[src/rtl/ius_pkg.sv]
`default_nettype none

package ius_pkg;

    localparam int PIX_W       = 24;
    localparam int SCALE_W     = 7;
    localparam int SWIDTH_W    = 12;
    localparam int SHEIGHT_W   = 13;
    localparam int APB_DW      = 32;
    localparam int APB_AW      = 4;
    localparam int PAD_MOD     = 4;

    localparam int DEF_MAX_WIDTH  = 2048;
    localparam int DEF_MAX_HEIGHT = 4096;
    localparam int DEF_MAX_SCALE  = 100;

    typedef enum logic [1:0] {
        REG_SCALE      = 2'd0,
        REG_SRC_WIDTH  = 2'd1,
        REG_SRC_HEIGHT = 2'd2
    } t_reg_idx;

    typedef struct packed {
        logic [SCALE_W-1:0]   scale;
        logic [SWIDTH_W-1:0]  src_width;
        logic [SHEIGHT_W-1:0] src_height;
    } t_cfg;

    typedef struct packed {
        logic             src_valid;
        logic [PIX_W-1:0] src_pixel;
    } t_item;

    typedef struct packed {
        logic             took_pixel;
        logic             emit;
        logic             is_pad;
        logic [PIX_W-1:0] out_pixel;
        logic             row_end;
        logic             frame_end;
    } t_result;

endpackage

`default_nettype wire

[src/rtl/ius_cfg.sv]
`default_nettype none

module ius_cfg import ius_pkg::*; (
    input  wire logic              i_clk,
    input  wire logic              i_rst_n,
    input  wire logic              psel,
    input  wire logic              penable,
    input  wire logic              pwrite,
    input  wire logic [APB_AW-1:0] paddr,
    input  wire logic [APB_DW-1:0] pwdata,
    output logic      [APB_DW-1:0] prdata,
    output logic                   pready,
    output t_cfg                   o_cfg
);

    t_cfg     r_cfg;
    t_cfg     n_cfg;
    t_reg_idx idx;
    logic     wr;

    assign idx    = t_reg_idx'(paddr[APB_AW-1:2]);
    assign wr     = psel && penable && pwrite;
    assign pready = 1'b1;
    assign o_cfg  = r_cfg;

    always_comb begin
        n_cfg = r_cfg;
        if (wr) begin
            unique case (idx)
                REG_SCALE:      n_cfg.scale      = pwdata[SCALE_W-1:0];
                REG_SRC_WIDTH:  n_cfg.src_width  = pwdata[SWIDTH_W-1:0];
                REG_SRC_HEIGHT: n_cfg.src_height = pwdata[SHEIGHT_W-1:0];
                default:        n_cfg = r_cfg;
            endcase
        end
    end

    always_comb begin
        unique case (idx)
            REG_SCALE:      prdata = APB_DW'(r_cfg.scale);
            REG_SRC_WIDTH:  prdata = APB_DW'(r_cfg.src_width);
            REG_SRC_HEIGHT: prdata = APB_DW'(r_cfg.src_height);
            default:        prdata = '0;
        endcase
    end

    always_ff @(posedge i_clk) begin
        if (!i_rst_n) begin
            r_cfg.scale      <= SCALE_W'(1);
            r_cfg.src_width  <= SWIDTH_W'(1);
            r_cfg.src_height <= SHEIGHT_W'(1);
        end else begin
            r_cfg <= n_cfg;
        end
    end

endmodule

`default_nettype wire

[config.mk]
export PLATFORM = sky130hd
export DESIGN_NAME = ius_cfg
export DESIGN_NICKNAME = d
export VERILOG_FILES = /design/src/rtl/ius_pkg.sv /design/src/rtl/ius_cfg.sv
export SDC_FILE = /design/constraint.sdc
export NUM_CORES = 1
export LEC_CHECK = 0
export BUFFER_PORTS_ARGS = -buffer_cell sky130_fd_sc_hd__buf_4
export CAP_MARGIN = 10
export CORE_MARGIN = 1.5
export CORE_UTILIZATION = 45
export CTS_CLUSTER_DIAMETER = 60
export CTS_CLUSTER_SIZE = 20
export DETAILED_ROUTE_END_ITERATION = 6
export MAX_ROUTING_LAYER = met4
export PLACE_DENSITY = 0.94
export SYNTH_ARGS = -nofsm -noshare
export SYNTH_HDL_FRONTEND = slang
export SYNTH_SLANG_ARGS = --single-unit
[constraint.sdc]
create_clock -name i_clk -period 2.4 [get_ports i_clk]
set_clock_uncertainty 0.1 [all_clocks]
set_input_delay 0.12 -clock i_clk [delete_from_list [all_inputs] [get_ports i_clk]]
set_output_delay 0.12 -clock i_clk [all_outputs]
set_load 0.02 [all_outputs]
==> metrics.txt <==
Worst Setup Path Type reg2out; final core occ 65.6%; number of CTS-inserted buffers 5; final setup fails 0; layout cells sized above 1 30.9%; core area 3360 um2; Die H 62.5 um; crit path to prdata[2]; drt initial violations 31; wire length per cell 12.2 um; Critical Path Source o_cfg[2]; CP peak stage delay 0.38 ns; placed inst area 2020 um2; Setup TNS 0 ns; vias per cell 4.63; pin count of the biggest net entering global routing 46; Die W 62.5 um; Pwr per Cell Area 468 nW/um2; First-pass DRT Iterations 4; WL final 3610 um; Syn Std Cell Area 1590 um2; slowest CP cell dfxtp_1; DP HPWL 2470 um; most common cell after layout, fill and taps aside buf_4; Max-cap violations 0; Clock Pin Slew Worst Setup and Hold Paths 0.09 ns; first-pass GRT wire length 5800 um; Cell Count, Final, Fillers Out 295; Mapped Cells 175; VDD IR-drop max 329 uV; clk_lat worst skew 0.31 ns; worst path cell trace mux2i_1 -> o21ai_0 -> buf_4; # H-tree levels 2; FF-to-FF path depth 2; most frequent cells in the layout buf_4 (68), nand2_1 (48), mux2i_1 (39), dfxtp_1 (32), conb_1 (20); Rows 21; full die area 3910 um2; status completed; max reg flops 32; synth-to-layout area growth 38.3%; Mapped Avg Cell Area 9.11 um2; fin area 2200 um2; HP Class in2reg; Hold Violations, Final 0; Tcrit/Tclk final 54.9%; CP required 2.18 ns; Antenna Violating Nets Remaining 0; R2R setup slack 1.66 ns; static leakage 1.02 nW; dpl cells 276; via count 1366; CP max FO 3; ANT cells 0; number of global-route vias before repair 1226; CTS tree done; antenna violations before repair 0; Critical Path AT 1.10 ns; FMAX 759 MHz; Synth warnings 0; Initial Utilization 47.4%; RSZ-0062 raised after global routing no; Num Clock Sinks 32; synthesized flop and latch total 32; Hold Buf Count CTS 12; CTS max path bufs 2; RePlAce Congestion 0.751; max-slew violation count 0; # IOs 106; input/output buffers 64; Worst Setup End Kind output pin; synth unique cells 16; clk root buf clkbuf_4; gr usage total 19.3%; startpoint types register; DRC Markers 0; gr ovfl total 0; r2r endpoint o_cfg[21]; Net count, final 290; CTS resizes 0; Final min period 1.32 ns; reg2reg start o_cfg[21]; sequential area share after synthesis 40.2%; Post-CTS Setup Inserts 0
area by class of cell:
cell class                 instances  area [um2]
clock buffer                       7        65.1
fill                             304        1160
multi-input combinational        130         811
sequential                        32         641
tap                               46        57.6
timing repair buffer              80         631
where the power goes:
part	leakage, nW	internal [mW]	switching, mW
combinational	0.728	0.0637	0.0899
clock	0.0374	0.166	0.169
sequential	0.258	0.538	0.00536
total	1.02	0.767	0.264
worst min-delay path by stage:
stage	slack (ns)	startpoint	depth (start not counted)	end
after global placement	0.28	pwdata[12]	3	o_cfg[12]
final	0.007	pwdata[2]	3	o_cfg[27]
after CTS	0.002	pwdata[2]	3	o_cfg[27]
after detailed placement	0.29	pwdata[12]	3	o_cfg[12]
after floorplan	0.16	pwdata[12]	2	o_cfg[12]
after global routing	0.02	pwdata[2]	3	o_cfg[27]
worst max-delay path: cells and delay by family, from the launching register on:
kind / cells / cell delay [ns]
multiplexers: 1 / 0.08
flip-flops: 1 / 0.38
AO/OA/AOI/OAI: 1 / 0.16
buffers and inverters: 1 / 0.17
cells by family after synthesis:
kind of cell           after synthesis  share of synthesized area [%]
AOI/OAI and AO/OA                   12                           4.94
buffers and inverters               31                           13.2
DFF                                 32                           40.2
muxes                               39                           24.5
other                                2                          0.471
and+or+nand+nor                     59                           16.7
synthesized netlist by cell type, drive strengths merged:
cell type   n  area share, %
buf        26             12
and2        1           0.39
or3         1           0.39
mux2i      39             24
dfxtp      32             40
o21ai       7            2.2
nand2      48             11
nor3b       2            2.0
nor2b       6            2.4
nand3       1           0.31
conb        2           0.47
a22o        5            2.7
clkbuf      5            1.2
per-stage QoR:
| step | setup WS [ns] | hold WS [ns] | power (mW) |
|---|---|---|---|
| 2_1_floorplan | 1.15 | 0.162 | 0.668 |
| 3_3_place_gp | 0.956 | 0.285 | 0.692 |
| 3_5_place_dp | 0.912 | 0.294 | 0.693 |
| 4_1_cts | 1.06 | 0.00160 | 1.04 |
| 5_1_grt | 0.970 | 0.0173 | 1.07 |
| 6_report | 1.08 | 0.00711 | 1.03 |
metal layers:
layer / vias to the layer above / global-route usage (%) / part of all wire [%] / wire length, um
met5: - / - / 0 / 0
met4: 0 / 7.78 / 1.1 / 40
met3: 5 / 4.68 / 6.1 / 222
met2: 58 / 30.6 / 48 / 1750
met1: 613 / 23.5 / 44 / 1600
li1: 690 / - / - / -
No activity file was read; power rests on OpenSTA's default activity.
