<file path="config.mk">
export PLATFORM = sky130hd
export DESIGN_NAME = ius_step
export DESIGN_NICKNAME = d
export VERILOG_FILES = /design/src/rtl/ius_pkg.sv /design/src/rtl/ius_step.sv
export SDC_FILE = /design/constraint.sdc
export NUM_CORES = 1
export LEC_CHECK = 0
export BUFFER_PORTS_ARGS = -buffer_cell sky130_fd_sc_hd__buf_2
export CAP_MARGIN = 10
export CORE_MARGIN = 2
export CORE_UTILIZATION = 51
export DETAILED_ROUTE_END_ITERATION = 8
export MAX_ROUTING_LAYER = met4
export PLACE_DENSITY = 0.82
export SETUP_SLACK_MARGIN = 0.02
export SLEW_MARGIN = 20
export SYNTH_ARGS = -nofsm -noshare
export SYNTH_HDL_FRONTEND = slang
export SYNTH_SLANG_ARGS = --single-unit
</file>
<file path="constraint.sdc">
create_clock -name i_clk -period 4.3 [get_ports i_clk]
set_input_delay 0.215 -clock i_clk [delete_from_list [all_inputs] [get_ports i_clk]]
set_output_delay 0.215 -clock i_clk [all_outputs]
set_load 0.02 [all_outputs]
</file>
<file path="src/rtl/ius_pkg.sv">
`default_nettype none

package ius_pkg;

    localparam int PIX_W       = 24;
    localparam int SCALE_W     = 7;
    localparam int SWIDTH_W    = 12;
    localparam int SHEIGHT_W   = 13;
    localparam int APB_DW      = 32;
    localparam int APB_AW      = 4;
    localparam int PAD_MOD     = 4;

    localparam int DEF_MAX_WIDTH  = 2048;
    localparam int DEF_MAX_HEIGHT = 4096;
    localparam int DEF_MAX_SCALE  = 100;

    typedef enum logic [1:0] {
        REG_SCALE      = 2'd0,
        REG_SRC_WIDTH  = 2'd1,
        REG_SRC_HEIGHT = 2'd2
    } t_reg_idx;

    typedef struct packed {
        logic [SCALE_W-1:0]   scale;
        logic [SWIDTH_W-1:0]  src_width;
        logic [SHEIGHT_W-1:0] src_height;
    } t_cfg;

    typedef struct packed {
        logic             src_valid;
        logic [PIX_W-1:0] src_pixel;
    } t_item;

    typedef struct packed {
        logic             took_pixel;
        logic             emit;
        logic             is_pad;
        logic [PIX_W-1:0] out_pixel;
        logic             row_end;
        logic             frame_end;
    } t_result;

endpackage

`default_nettype wire

</file>
<file path="src/rtl/ius_step.sv">
`default_nettype none

module ius_step import ius_pkg::*; #(
    parameter int MAX_WIDTH  = DEF_MAX_WIDTH,
    parameter int MAX_HEIGHT = DEF_MAX_HEIGHT,
    parameter int MAX_SCALE  = DEF_MAX_SCALE,
    localparam int AW        = (MAX_WIDTH > 1) ? $clog2(MAX_WIDTH) : 1
) (
    input  wire logic             i_clk,
    input  wire logic             i_rst_n,
    input  wire logic             i_adv,
    input  wire t_cfg             i_cfg,
    input  wire t_item            i_item,
    input  wire logic [PIX_W-1:0] i_rd_data,
    output t_result               o_res,
    output logic                  o_wr_en,
    output logic      [AW-1:0]    o_wr_addr,
    output logic      [PIX_W-1:0] o_wr_data,
    output logic                  o_rd_en,
    output logic      [AW-1:0]    o_rd_addr
);

    localparam int COL_W = $clog2(MAX_WIDTH + 1);
    localparam int ROW_W = $clog2(MAX_HEIGHT + 1);
    localparam int CNT_W = $clog2(MAX_SCALE + 1);

    logic [COL_W-1:0] r_column,     n_column;
    logic [CNT_W-1:0] r_copy_count, n_copy_count;
    logic [CNT_W-1:0] r_row_repeat, n_row_repeat;
    logic [ROW_W-1:0] r_source_row, n_source_row;
    logic [1:0]       r_pad_count,  n_pad_count;
    logic             r_in_padding, n_in_padding;

    logic [31:0]      s32, w32, h32;
    logic [CNT_W-1:0] s;
    logic [COL_W-1:0] w;
    logic [ROW_W-1:0] h;
    logic [1:0]       pads;
    logic             fresh;
    logic             take;
    logic             emitting;
    logic             line_done;
    logic             frame_done;
    logic [PIX_W-1:0] value;
    logic [1:0]       pc1;
    logic [CNT_W-1:0] cc1;
    logic [COL_W-1:0] col1;
    logic [CNT_W-1:0] rr1;
    logic [ROW_W-1:0] sr1;

    // zero counts as one, large values clip to the configured maxima
    always_comb begin
        if (i_cfg.scale == '0) begin
            s32 = 32'd1;
        end else if (32'(i_cfg.scale) > 32'(MAX_SCALE)) begin
            s32 = 32'(MAX_SCALE);
        end else begin
            s32 = 32'(i_cfg.scale);
        end
        if (i_cfg.src_width == '0) begin
            w32 = 32'd1;
        end else if (32'(i_cfg.src_width) > 32'(MAX_WIDTH)) begin
            w32 = 32'(MAX_WIDTH);
        end else begin
            w32 = 32'(i_cfg.src_width);
        end
        if (i_cfg.src_height == '0) begin
            h32 = 32'd1;
        end else if (32'(i_cfg.src_height) > 32'(MAX_HEIGHT)) begin
            h32 = 32'(MAX_HEIGHT);
        end else begin
            h32 = 32'(i_cfg.src_height);
        end
    end

    assign s    = s32[CNT_W-1:0];
    assign w    = w32[COL_W-1:0];
    assign h    = h32[ROW_W-1:0];
    // output row pixels mod 4 reduces to (w mod 4)*(s mod 4) mod 4
    assign pads = 2'(w32[1:0] * s32[1:0]);

    assign fresh = !r_in_padding && (r_row_repeat == '0) && (r_copy_count == '0);
    assign take  = fresh && i_item.src_valid;

    always_comb begin
        n_column     = r_column;
        n_copy_count = r_copy_count;
        n_row_repeat = r_row_repeat;
        n_source_row = r_source_row;
        n_pad_count  = r_pad_count;
        n_in_padding = r_in_padding;
        emitting     = 1'b0;
        line_done    = 1'b0;
        frame_done   = 1'b0;
        value        = '0;
        pc1          = r_pad_count + 2'd1;
        cc1          = r_copy_count + CNT_W'(1);
        col1         = r_column + COL_W'(1);
        rr1          = r_row_repeat + CNT_W'(1);
        sr1          = r_source_row + ROW_W'(1);

        if (r_in_padding) begin
            emitting = 1'b1;
            // a wrapped count also ends padding
            if ((pc1 == 2'd0) || (pc1 >= pads)) begin
                n_in_padding = 1'b0;
                n_pad_count  = 2'd0;
                line_done    = 1'b1;
            end else begin
                n_pad_count = pc1;
            end
        end else if (!fresh || i_item.src_valid) begin
            emitting = 1'b1;
            value    = fresh ? i_item.src_pixel : i_rd_data;
            if (cc1 >= s) begin
                n_copy_count = '0;
                if (col1 >= w) begin
                    n_column = '0;
                    if (pads != 2'd0) begin
                        n_in_padding = 1'b1;
                        n_pad_count  = 2'd0;
                    end else begin
                        line_done = 1'b1;
                    end
                end else begin
                    n_column = col1;
                end
            end else begin
                n_copy_count = cc1;
            end
        end

        if (line_done) begin
            if (rr1 >= s) begin
                n_row_repeat = '0;
                if (sr1 >= h) begin
                    n_source_row = '0;
                    frame_done   = 1'b1;
                end else begin
                    n_source_row = sr1;
                end
            end else begin
                n_row_repeat = rr1;
            end
        end
    end

    always_comb begin
        o_res            = '0;
        o_res.took_pixel = take;
        o_res.emit       = emitting;
        o_res.is_pad     = r_in_padding;
        o_res.out_pixel  = value;
        o_res.row_end    = line_done;
        o_res.frame_end  = frame_done;
    end

    // line store: write the fresh pixel, prefetch the column of the next slot
    assign o_wr_en   = i_adv && take;
    assign o_wr_addr = r_column[AW-1:0];
    assign o_wr_data = i_item.src_pixel;
    assign o_rd_en   = i_adv;
    assign o_rd_addr = n_column[AW-1:0];

    always_ff @(posedge i_clk) begin
        if (!i_rst_n) begin
            r_column     <= '0;
            r_copy_count <= '0;
            r_row_repeat <= '0;
            r_source_row <= '0;
            r_pad_count  <= '0;
            r_in_padding <= 1'b0;
        end else if (i_adv) begin
            r_column     <= n_column;
            r_copy_count <= n_copy_count;
            r_row_repeat <= n_row_repeat;
            r_source_row <= n_source_row;
            r_pad_count  <= n_pad_count;
            r_in_padding <= n_in_padding;
        end
    end

endmodule

`default_nettype wire

</file>
==> impl_metrics.py, run 1 <==
metrics = {
    "placed_design": {
        "detailed_place.area_mm2": 0.00497,
        "placement.io_buffers": 160,
        "detailedPlacementHpwl_um": 9530,
        "gp_congestion": 0.895,
    },
    "timing": {
        "rsz0062_at_grt": "no",
        "timing.fmax_mhz": 254,
        "maxSlewHeadroom_pct": 35.7,
        "finalSetupTns_ns": 0,
        "worst_case_clock_skew_ns": 0.0118,
        "period_minus_slack_ns": 3.93,
        "layout_worst_path_cycle_share_pct": 91.5,
        "worst_pin_slew_ns": 0.962,
        "final_hold_viol_count": 0,
        "finalSetupViolCount": 0,
        "timing.final.max_slew_violations": 0,
    },
    "worst_setup_path": {
        "timing.critical_path.slowest_cell_delay_ns": 0.57,
        "critPathRequiredTime_ns": 4.09,
        "worst_ep_arrival_time_ns": 3.72,
        "worstPathBufferInverterCount": 2,
        "path_delay_family": "compound AO/OA/AOI/OAI gates",
        "crit_type": "flip-flop to output port",
        "critical_path_cell_count": 13,
        "crit_fanout": 19,
        "worst_path_max_delay_cell": "a41oi_4",
        "cp_cell_sequence": "nand3_1, nor2_1, and3_1, nand3_1, xnor2_1, ha_1, a21o_1, a21o_1, a21oi_1, o21ai_1, a41oi_4, inv_2, buf_2",
        "critPathCaptureType": "output port",
        "critPathLaunchType": "flip-flop",
        "reg2reg_depth": 14,
    },
    "cts": {
        "tritoncts_buffers": 5,
        "post_cts.repair.setup_buffers": 0,
        "htreeDepth": 2,
        "cts_sinks": 42,
        "cts_tree": "built",
        "worst_skew_pair_later_pin_latency_ns": 0.31,
        "path_clk_slew_ns": 0.10,
        "cts_root_buf": "clkbuf_8",
        "post_cts_resize_count": 0,
        "cts_hold_buf": 0,
        "cts_max_path_buffers": 2,
    },
    "power": {
        "power_frac_clock_pct": 32.5,
        "max-vdd-ir-drop_mv": 0.135,
        "p_sw_share_pct": 35.4,
        "total_switching_power_mw": 0.441,
        "pwr_density_cell_mw_per_mm2": 243,
        "cellLeakagePower_nw": 2.52,
        "seq_power_share_pct": 33.0,
        "internal_power_mw": 0.804,
        "power.share.combinational_pct": 34.5,
    },
    "outcome": {
        "outcome": "completed",
    },
    "flow_run": {
        "timing.max_cap.violations": 0,
    },
    "grt": {
        "number_of_antenna_violations_at_the_first_check_in_global_routing": 0,
        "globalRoute.totalOverflow": 0,
        "grt_pass1_vias": 4585,
        "first_pass_grt_wire_length_um": 20700,
        "grt_usage_pct": 26.2,
        "grt_max_degree": 32,
    },
    "die": {
        "design.core.area_mm2": 0.00859,
        "io-pin-count": 161,
        "core.rowCount": 34,
        "die_h_um": 97.3,
        "die_width_um": 97.3,
        "floorplan.initialDensity_pct": 51.7,
        "fp.dieArea_mm2": 0.00947,
    },
    "logic_synthesis": {
        "synth_cells": 604,
        "syn_avg_cell_area_um2": 7.35,
        "yosys_register_bits": 42,
        "mappedNetlistNets": 736,
        "seq_area_frac_synth_pct": 18.9,
        "yosysUniqueCellTypes": 54,
        "yosysWarningCount": 0,
        "synth_enable_flop_cells": 0,
        "mappedNetlistArea_mm2": 0.00444,
        "synth-async-reset-ratio_pct": 0,
        "ys_flop_type": "dfxtp_1",
    },
    "route": {
        "total_vias_in_the_final_route": 4811,
        "vias_per_cell": 5.92,
        "drt-wirelength-per-cell_um": 15.2,
        "drt-pass1-iter-count": 5,
        "antenna_violating_nets_post_route": 0,
        "post_detailed_routing_wire_length_um": 12400,
        "drcViolationCount": 0,
        "first_iter_violations": 295,
    },
    "finish": {
        "register_area_um2": 841,
        "antenna_cells": 0,
        "multiInputGateArea_mm2": 0.00311,
        "area_growth_pct": 15.1,
        "layout.cell_area.non_filler_mm2": 0.00511,
        "fill_cells": 785,
        "final_nets": 835,
        "layout-drive-gt1-share_pct": 27.0,
    },
    "hold_path": {
        "holdCritPathClass": "input port to flip-flop",
        "whs_path_depth": 3,
    },
}
[flip-flops by register name (all words and copies together), names as in the netlist]
signal and count:
r_source_row 13, r_in_padding 1, r_copy_count 7, r_row_repeat 7, r_pad_count 2, r_column 12
[logic make-up (layout without fill, tap and decap cells)]
| group | Yosys count | after routing | share of synthesized area, % |
|---|---|---|---|
| flip-flops | 42 | 42 | 18.9 |
| multiplexers | 2 | 2 | 0.479 |
| AO/OA/AOI/OAI | 145 | 145 | 21.7 |
| adder cells (fa/ha/maj) | 48 | 48 | 13.5 |
| XOR/XNOR | 35 | 35 | 6.90 |
| AND/OR/NAND/NOR | 245 | 245 | 27.4 |
| buffers and inverters | 87 | 187 | 11.1 |
[synthesized netlist by cell type (3+ instances only)]
library cell / count / area, um^2
a211oi_1: 15 / 113
a21o_1: 9 / 67.6
a21oi_1: 43 / 215
a22o_1: 10 / 87.6
a22oi_1: 3 / 22.5
a31oi_1: 5 / 31.3
and2_1: 5 / 31.3
and3_1: 16 / 100
buf_4: 42 / 315
clkbuf_1: 28 / 105
dfxtp_1: 42 / 841
ha_1: 48 / 601
inv_1: 14 / 52.6
nand2_1: 81 / 304
nand2b_1: 6 / 37.5
nand3_1: 45 / 225
nand4_1: 14 / 87.6
nor2_1: 30 / 113
nor2b_1: 5 / 31.3
nor3_1: 7 / 35.0
nor4_1: 7 / 43.8
o211a_1: 6 / 60.1
o21ai_0: 20 / 100
o21ai_1: 9 / 45.0
o21ba_2: 4 / 40.0
o22ai_1: 7 / 43.8
or2_2: 8 / 50.1
or3_1: 10 / 62.6
xnor2_1: 23 / 201
xor2_1: 12 / 105
[placed cells by master (no fill, tap or decap), types with 10 or more instances in the layout]
master,synthesis,routed
or3_1,10,10
buf_2,1,160
inv_1,14,14
dfxtp_1,42,42
o21ai_0,20,20
nor2_1,30,30
a21oi_1,43,43
and3_1,16,16
xnor2_1,23,23
nand3_1,45,45
xor2_1,12,12
a211oi_1,15,15
ha_1,48,48
a22o_1,10,10
nand2_1,81,81
nand4_1,14,14
[worst paths after layout]
| kind | start | to | slack, ns |
|---|---|---|---|
| hold / removal | i_adv | r_row_repeat[0] | 0.41 |
| hold reg to reg | r_pad_count[1] | r_pad_count[1] | 0.50 |
| setup / recovery | r_column[0] | o_res[1] | 0.37 |
| setup reg to reg | r_column[0] | r_source_row[8] | 0.57 |
[power by group through the flow]
stage | clock network (mW) | registers (mW) | logic (mW)
2_1_floorplan | 0 | 0.416 | 0.306
3_3_place_gp | 0 | 0.418 | 0.415
3_5_place_dp | 0 | 0.419 | 0.425
4_1_cts | 0.405 | 0.410 | 0.428
5_1_grt | 0.421 | 0.412 | 0.470
6_report | 0.404 | 0.410 | 0.430
[cell type report]
| cell class | count | share of cell area [%] |
|---|---|---|
| well taps | 108 | 2.64 |
| inverters | 15 | 1.10 |
| clock inverters | 2 | 1.17 |
| multi-input cells | 475 | 60.8 |
| repair buffers | 164 | 16.2 |
| clock buffers | 6 | 1.61 |
| flip-flops and latches | 42 | 16.4 |
[routing by layer]
metal	GRT usage (%)	vias up	wire length [um]
met2	45.9	212	6120
li1	-	2341	-
met1	31.9	2236	5270
met4	7.16	0	157
met5	-	-	0
met3	3.45	22	820
[metrics by stage]
| stage | worst slack, ns | util, % | cells | hold WS, ns | total power [mW] |
|---|---|---|---|---|---|
| final | 0.365 | 59.5 | 812 | 0.408 | 1.24 |
| after global routing | 0.0557 | 59.5 | 812 | 0.432 | 1.30 |
| after CTS | 0.357 | 59.5 | 812 | 0.400 | 1.24 |
| after detailed placement | 0.647 | 57.8 | 804 | 0.487 | 0.845 |
| after global placement | 0.776 | 57.8 | 804 | 0.470 | 0.834 |
| after floorplan | 1.06 | - | 604 | 0.457 | 0.722 |
[worst reg2reg max path: cells and delay by family, from the launching register on]
kind / cells / cell delay [ns]
adder cells (fa/ha/maj): 1 / 0.29
XOR/XNOR: 1 / 0.24
buffers and inverters: 1 / 0.25
flip-flops: 1 / 0.48
AO/OA/AOI/OAI: 6 / 1.35
AND/OR/NAND/NOR: 5 / 1.01
Power figures use the tool's default switching activity.
==> run 2: changes to the inputs <==
ABC_AREA = 1   (was unset)
CORE_UTILIZATION = 52   (was 51)
==> impl_metrics.py, run 2 <==
metrics = {
    "grt": {
        "number_of_antenna_violations_at_the_first_check_in_global_routing": 0,
        "grt_max_degree": 28,
        "globalRoute.totalOverflow": 0,
        "first_pass_grt_wire_length_um": 20500,
        "grt_usage_pct": 25.2,
        "grt_pass1_vias": 4573,
    },
    "finish": {
        "layout-drive-gt1-share_pct": 20.9,
        "layoutNonFillerInstCount": 989,
        "flip_flop_count_of_the_largest_register_after_layout": 13,
        "registers.top_by_ff_count": "r_source_row",
        "register_area_um2": 841,
        "area_growth_pct": 13.4,
        "final_cell_mix": "193 x nand2_1, 160 x buf_2, 116 x inv_1",
        "fill_cells": 877,
        "layout_commonest_cell": "nand2_1",
        "largest_registers": "r_source_row x13, r_column x12",
        "antenna_cells": 0,
        "multiInputGateArea_mm2": 0.00303,
        "final_nets": 1012,
        "utilization_pct": 61.1,
    },
    "power": {
        "cellLeakagePower_nw": 3.00,
        "max-vdd-ir-drop_mv": 0.150,
        "pwr_density_cell_mw_per_mm2": 255,
    },
    "timing": {
        "layout_worst_path_cycle_share_pct": 89.2,
        "worst_pin_slew_ns": 0.833,
        "worst_case_clock_skew_ns": 0.0145,
        "maxSlewHeadroom_pct": 44.4,
        "timing.fmax_mhz": 261,
        "rsz0062_at_grt": "no",
        "finalSetupViolCount": 0,
        "final_hold_viol_count": 0,
        "period_minus_slack_ns": 3.84,
        "finalSetupTns_ns": 0,
        "fin_ws_ns": 0.464,
        "timing.final.max_slew_violations": 0,
    },
    "cts": {
        "cts_hold_buf": 0,
        "path_clk_slew_ns": 0.09,
        "htreeDepth": 2,
        "tritoncts_buffers": 5,
        "post_cts_resize_count": 0,
        "cts_root_buf": "clkbuf_8",
        "cts_sinks": 42,
        "worst_skew_pair_later_pin_latency_ns": 0.31,
        "cts_tree": "built",
        "cts_max_path_buffers": 2,
        "post_cts.repair.setup_buffers": 0,
    },
    "worst_setup_path": {
        "cp_cell_sequence": "inv_1, nor3_2, nand3_1, nor2_1, nand2_1, nor2_1, nand3_1, xor2_1, ha_1, nand2_1, nor2_1, and2_1, nand2_1, nand3_1, nor2_1, inv_1, nor2_2, inv_1, o22ai_1, buf_2",
        "crit_top_cell": "nor2_1",
        "rr_startpoint": "r_column[0]",
        "crit_type": "flip-flop to output port",
        "worstReg2RegEnd": "r_row_repeat[5]",
        "worst_path_max_delay_cell": "dfxtp_1",
        "endpoint": "o_rd_addr[7]",
        "reg2reg_depth": 21,
        "timing.critical_path.slowest_cell_delay_ns": 0.39,
        "crit_fanout": 8,
        "critPathRequiredTime_ns": 4.09,
        "critical_path.startpoint": "r_column[0]",
        "flop_to_flop_setup_slack_ns": 0.89,
        "critPathLaunchType": "flip-flop",
        "worst_ep_arrival_time_ns": 3.62,
        "critPathCaptureType": "output port",
    },
    "logic_synthesis": {
        "yosysWarningCount": 0,
        "yosysUniqueCellTypes": 37,
        "seq_area_frac_synth_pct": 17.8,
        "synth_top_cells_by_count": "193 x nand2_1, 116 x inv_1, 72 x nor2_1, 66 x a21oi_1, 52 x nand3_1",
        "ys_flop_type": "dfxtp_1",
        "yosys_register_bits": 42,
        "mappedNetlistArea_mm2": 0.00472,
        "synth-async-reset-ratio_pct": 0,
        "synth_cells": 778,
        "syn_avg_cell_area_um2": 6.07,
        "synthDominantAreaCellType": "dfxtp_1",
        "mappedNetlistNets": 910,
        "synth_top_area_share_pct": 17.8,
        "synth_enable_flop_cells": 0,
        "netlist_top_cells_area": "dfxtp_1 18%, nand2_1 15%, ha_1 13%, inv_1 9.2%, a21oi_1 7.0%",
        "yosysMostFrequentCell": "nand2_1",
    },
    "route": {
        "drt-wirelength-per-cell_um": 12.1,
        "drcViolationCount": 0,
        "post_detailed_routing_wire_length_um": 12000,
        "antenna_violating_nets_post_route": 0,
        "total_vias_in_the_final_route": 4984,
        "drt-pass1-iter-count": 5,
        "vias_per_cell": 5.04,
        "first_iter_violations": 286,
    },
    "die": {
        "fp.dieArea_mm2": 0.00986,
        "die_width_um": 99.3,
        "core.rowCount": 34,
        "floorplan.initialDensity_pct": 53.9,
        "design.core.area_mm2": 0.00876,
        "die_h_um": 99.3,
        "io-pin-count": 161,
    },
    "placed_design": {
        "placement.io_buffers": 160,
        "gp_congestion": 0.966,
        "dpl_worst_slack_ns": 0.590,
        "post-place-cells": 981,
        "detailedPlacementHpwl_um": 9680,
    },
    "flow_run": {
        "timing.max_cap.violations": 0,
    },
    "hold_path": {
        "holdCritPathClass": "input port to flip-flop",
    },
    "outcome": {
        "outcome": "completed",
    },
}
run 2: cell types whose count changed after synthesis, sizes merged, moves of 9 or more:
cell,delta
nand3,+9
a211oi,-10
nand2,+116
inv,+102
nor2,+44
or3,-10
clkbuf,-11
xor2,+18
and3,-15
a22o,-10
a21oi,+23
xnor2,-23
run 2: worst min path at each step:
stage / startpoint / to / slack [ns] / depth (start not counted)
after floorplan: r_pad_count[1] / r_pad_count[1] / 0.46 / 2
after global placement: r_pad_count[1] / r_pad_count[1] / 0.48 / 2
after detailed placement: r_pad_count[1] / r_pad_count[1] / 0.47 / 2
after CTS: i_rst_n / r_source_row[7] / 0.29 / 3
after global routing: i_rst_n / r_pad_count[1] / 0.31 / 3
final: i_rst_n / r_source_row[8] / 0.29 / 3
run 2: logic make-up after synthesis:
logic type / after synthesis / share of synthesized area (%)
compound gates: 106 / 11.8
xor+xnor: 30 / 5.56
fa+ha+maj: 48 / 12.7
buf+inv: 185 / 18.5
flops: 42 / 17.8
simple gates: 367 / 33.6
run 2: worst max-delay path, delay by kind of cell (launching register included):
family | cells | cell delay [ns]
buf+inv | 4 | 0.54
flops | 1 | 0.39
compound gates | 1 | 0.17
fa+ha+maj | 1 | 0.29
xor+xnor | 1 | 0.23
simple gates | 13 | 1.70
run 2: where the power goes:
group          switching (mW)  internal (mW)
Combinational           0.448          0.221
Clock                   0.155          0.114
Sequential             0.0189          0.407
Total                   0.622          0.742
run 2: stage by stage:
| stage | area [um^2] | hold slack [ns] | total power, mW |
|---|---|---|---|
| 5_1_grt | 5350 | 0.309 | 1.46 |
| 4_1_cts | 5330 | 0.294 | 1.36 |
| 3_3_place_gp | 5240 | 0.477 | 1.09 |
| 3_5_place_dp | 5240 | 0.475 | 1.10 |
| 2_1_floorplan | 4720 | 0.456 | 0.922 |
| 6_report | 5350 | 0.294 | 1.36 |
run 2: cell type report:
class                   count  share of cell area, %
multi-input cells         551                   56.6
repair buffers            162                   15.2
clock buffers               5                   1.29
well taps                 108                   2.52
inverters                 118                   8.27
clock inverters             3                  0.397
flip-flops and latches     42                   15.7
run 2: routing by layer:
| layer | track usage (%) | wire length (um) | share of wire, % | up-vias |
|---|---|---|---|---|
| met3 | 2.81 | 615 | 5.1 | 17 |
| met1 | 35.1 | 5850 | 49 | 2200 |
| li1 | - | - | - | 2648 |
| met5 | - | 0 | 0 | - |
| met4 | 6.22 | 157 | 1.3 | 0 |
| met2 | 39.3 | 5350 | 45 | 119 |
==> run 3: changes to the inputs <==
clock period = 3.7 ns   (was 4.3 ns; I/O delays follow)
==> impl_metrics.py, run 3 (synthesis gave the netlist of run 2 again) <==
metrics = {
    "outcome": {
        "outcome": "completed",
    },
    "grt": {
        "first_pass_grt_wire_length_um": 21000,
        "grt_max_degree": 28,
        "globalRoute.totalOverflow": 0,
        "grt_usage_pct": 26.0,
        "grt_pass1_vias": 4654,
        "number_of_antenna_violations_at_the_first_check_in_global_routing": 0,
    },
    "route": {
        "total_vias_in_the_final_route": 5130,
        "drt-pass1-iter-count": 6,
        "highest_layer": "met4",
        "post_detailed_routing_wire_length_um": 12700,
        "drcViolationCount": 0,
        "drt-wirelength-per-cell_um": 12.8,
        "antenna_violating_nets_post_route": 0,
        "first_iter_violations": 273,
        "vias_per_cell": 5.15,
        "dr_wl_met3_um": 715,
        "detail_route.wirelength.met1_um": 5960,
        "met2WireLength_um": 5840,
    },
    "worst_setup_path": {
        "rr_startpoint": "r_column[2]",
        "worst_ep_arrival_time_ns": 3.30,
        "critPathRequiredTime_ns": 3.51,
        "crit_fanout": 7,
        "critical_path.startpoint": "r_column[2]",
        "critPathCaptureType": "output port",
        "crit_type": "flip-flop to output port",
        "critPathLaunchType": "flip-flop",
    },
    "die": {
        "die_width_um": 99.3,
        "floorplan.initialDensity_pct": 53.9,
        "core.rowCount": 34,
        "fp.dieArea_mm2": 0.00986,
        "design.core.area_mm2": 0.00876,
        "io-pin-count": 161,
        "die_h_um": 99.3,
    },
    "placed_design": {
        "post-place-cells": 985,
        "detailedPlacementHpwl_um": 9750,
        "gp_congestion": 0.886,
        "dpl_worst_slack_ns": 0.284,
        "placement.io_buffers": 160,
    },
    "finish": {
        "register_area_um2": 845,
        "final_nets": 1019,
        "largest_registers": "r_source_row x13, r_column x12",
        "multiInputGateArea_mm2": 0.00307,
        "registers.top_by_ff_count": "r_source_row",
        "layout_commonest_cell": "nand2_1",
        "antenna_cells": 0,
        "area_growth_pct": 16.9,
        "flip_flop_count_of_the_largest_register_after_layout": 13,
        "final_cell_mix": "192 x nand2_1, 155 x buf_2, 116 x inv_1",
        "fill_cells": 856,
        "layoutNonFillerInstCount": 996,
        "layout-drive-gt1-share_pct": 23.2,
    },
    "timing": {
        "worst_pin_slew_ns": 0.839,
        "timing.final.max_slew_violations": 0,
        "layout_worst_path_cycle_share_pct": 94.3,
        "timing.fmax_mhz": 287,
        "worst_case_clock_skew_ns": 0.00911,
        "finalSetupViolCount": 0,
        "fin_ws_ns": 0.211,
        "period_minus_slack_ns": 3.49,
        "rsz0062_at_grt": "yes",
        "final_hold_viol_count": 0,
        "maxSlewHeadroom_pct": 44.0,
    },
    "cts": {
        "cts_sinks": 42,
        "worst_skew_pair_later_pin_latency_ns": 0.30,
        "cts_tree": "built",
        "htreeDepth": 2,
        "path_clk_slew_ns": 0.09,
        "tritoncts_buffers": 5,
        "cts_max_path_buffers": 2,
        "cts_hold_buf": 0,
        "cts_root_buf": "clkbuf_8",
    },
    "power": {
        "max-vdd-ir-drop_mv": 0.198,
        "pwr_density_cell_mw_per_mm2": 320,
        "total_power_mw": 1.77,
        "cellLeakagePower_nw": 3.07,
    },
    "hold_path": {
        "holdCritPathClass": "input port to flip-flop",
        "startpoint_of_the_worst_hold_path": "i_rst_n",
    },
    "flow_run": {
        "timing.max_cap.violations": 0,
    },
}
run 3: path summary, 6_finish.rpt:
check / end / slack [ns] / cells past startpoint
worst max-delay path: o_rd_addr[0] / 0.21 / 21
worst min register to register: r_row_repeat[6] / 0.51 / 2
worst max register to register: r_source_row[9] / 0.38 / 23
worst min-delay path: r_source_row[12] / 0.28 / 3
run 3: worst max-delay path, stage by stage, from the launching register on:
cell and delay [ns]:
dfxtp_2 0.35, inv_1 0.07, nor3_2 0.21, nand3_1 0.13, nor2_1 0.10, nand2_1 0.09, nor2_2 0.17, nand3_2 0.11
xor2_2 0.17, ha_1 0.30, nand2_2 0.09, nor2_2 0.05, and2_1 0.12, nand2_1 0.07, nand3_1 0.09, nor2_2 0.11
inv_1 0.08, nor2_2 0.15, buf_6 0.15, nand2_1 0.05, o21ai_0 0.12, buf_2 0.23
run 3: metrics by stage:
stage | TNS (ns) | hold slack [ns] | cell area [um^2] | util, %
finish | 0 | 0.278 | 5520 | 63.0
global placement | 0 | 0.478 | 5270 | 60.2
CTS | 0 | 0.268 | 5440 | 62.0
detailed placement | 0 | 0.487 | 5270 | 60.2
floorplan | 0 | 0.456 | 4720 | -
global route | -0.178 | 0.283 | 5520 | 63.0
run 3: repair_timing:
action | 4_1_cts | 5_1_grt
pin swaps | 1 | 3
setup endpoints to repair | 5 | 33
gates resized for setup | 1 | 27
buffers inserted | 2 | 1
run 3: routing by layer:
metal	vias to the layer above	track usage [%]
met5	-	-
met4	0	6.95
met3	20	3.02
met2	159	41.0
met1	2279	35.6
li1	2672	-
run 3: report_power, final:
group          internal, mW  switching (mW)  total [mW]
logic                 0.273           0.539       0.812
clock network         0.288           0.171       0.459
registers             0.473          0.0218       0.495
total                  1.03           0.731        1.77
run 3: cell type report:
class                      instances  area share [%]
clock buffer                       6            1.50
clock inverter                     2            1.09
inverter                         118            8.02
multi-input combinational        551            55.6
sequential                        42            15.3
tap                              108            2.45
timing repair buffer             169            16.0
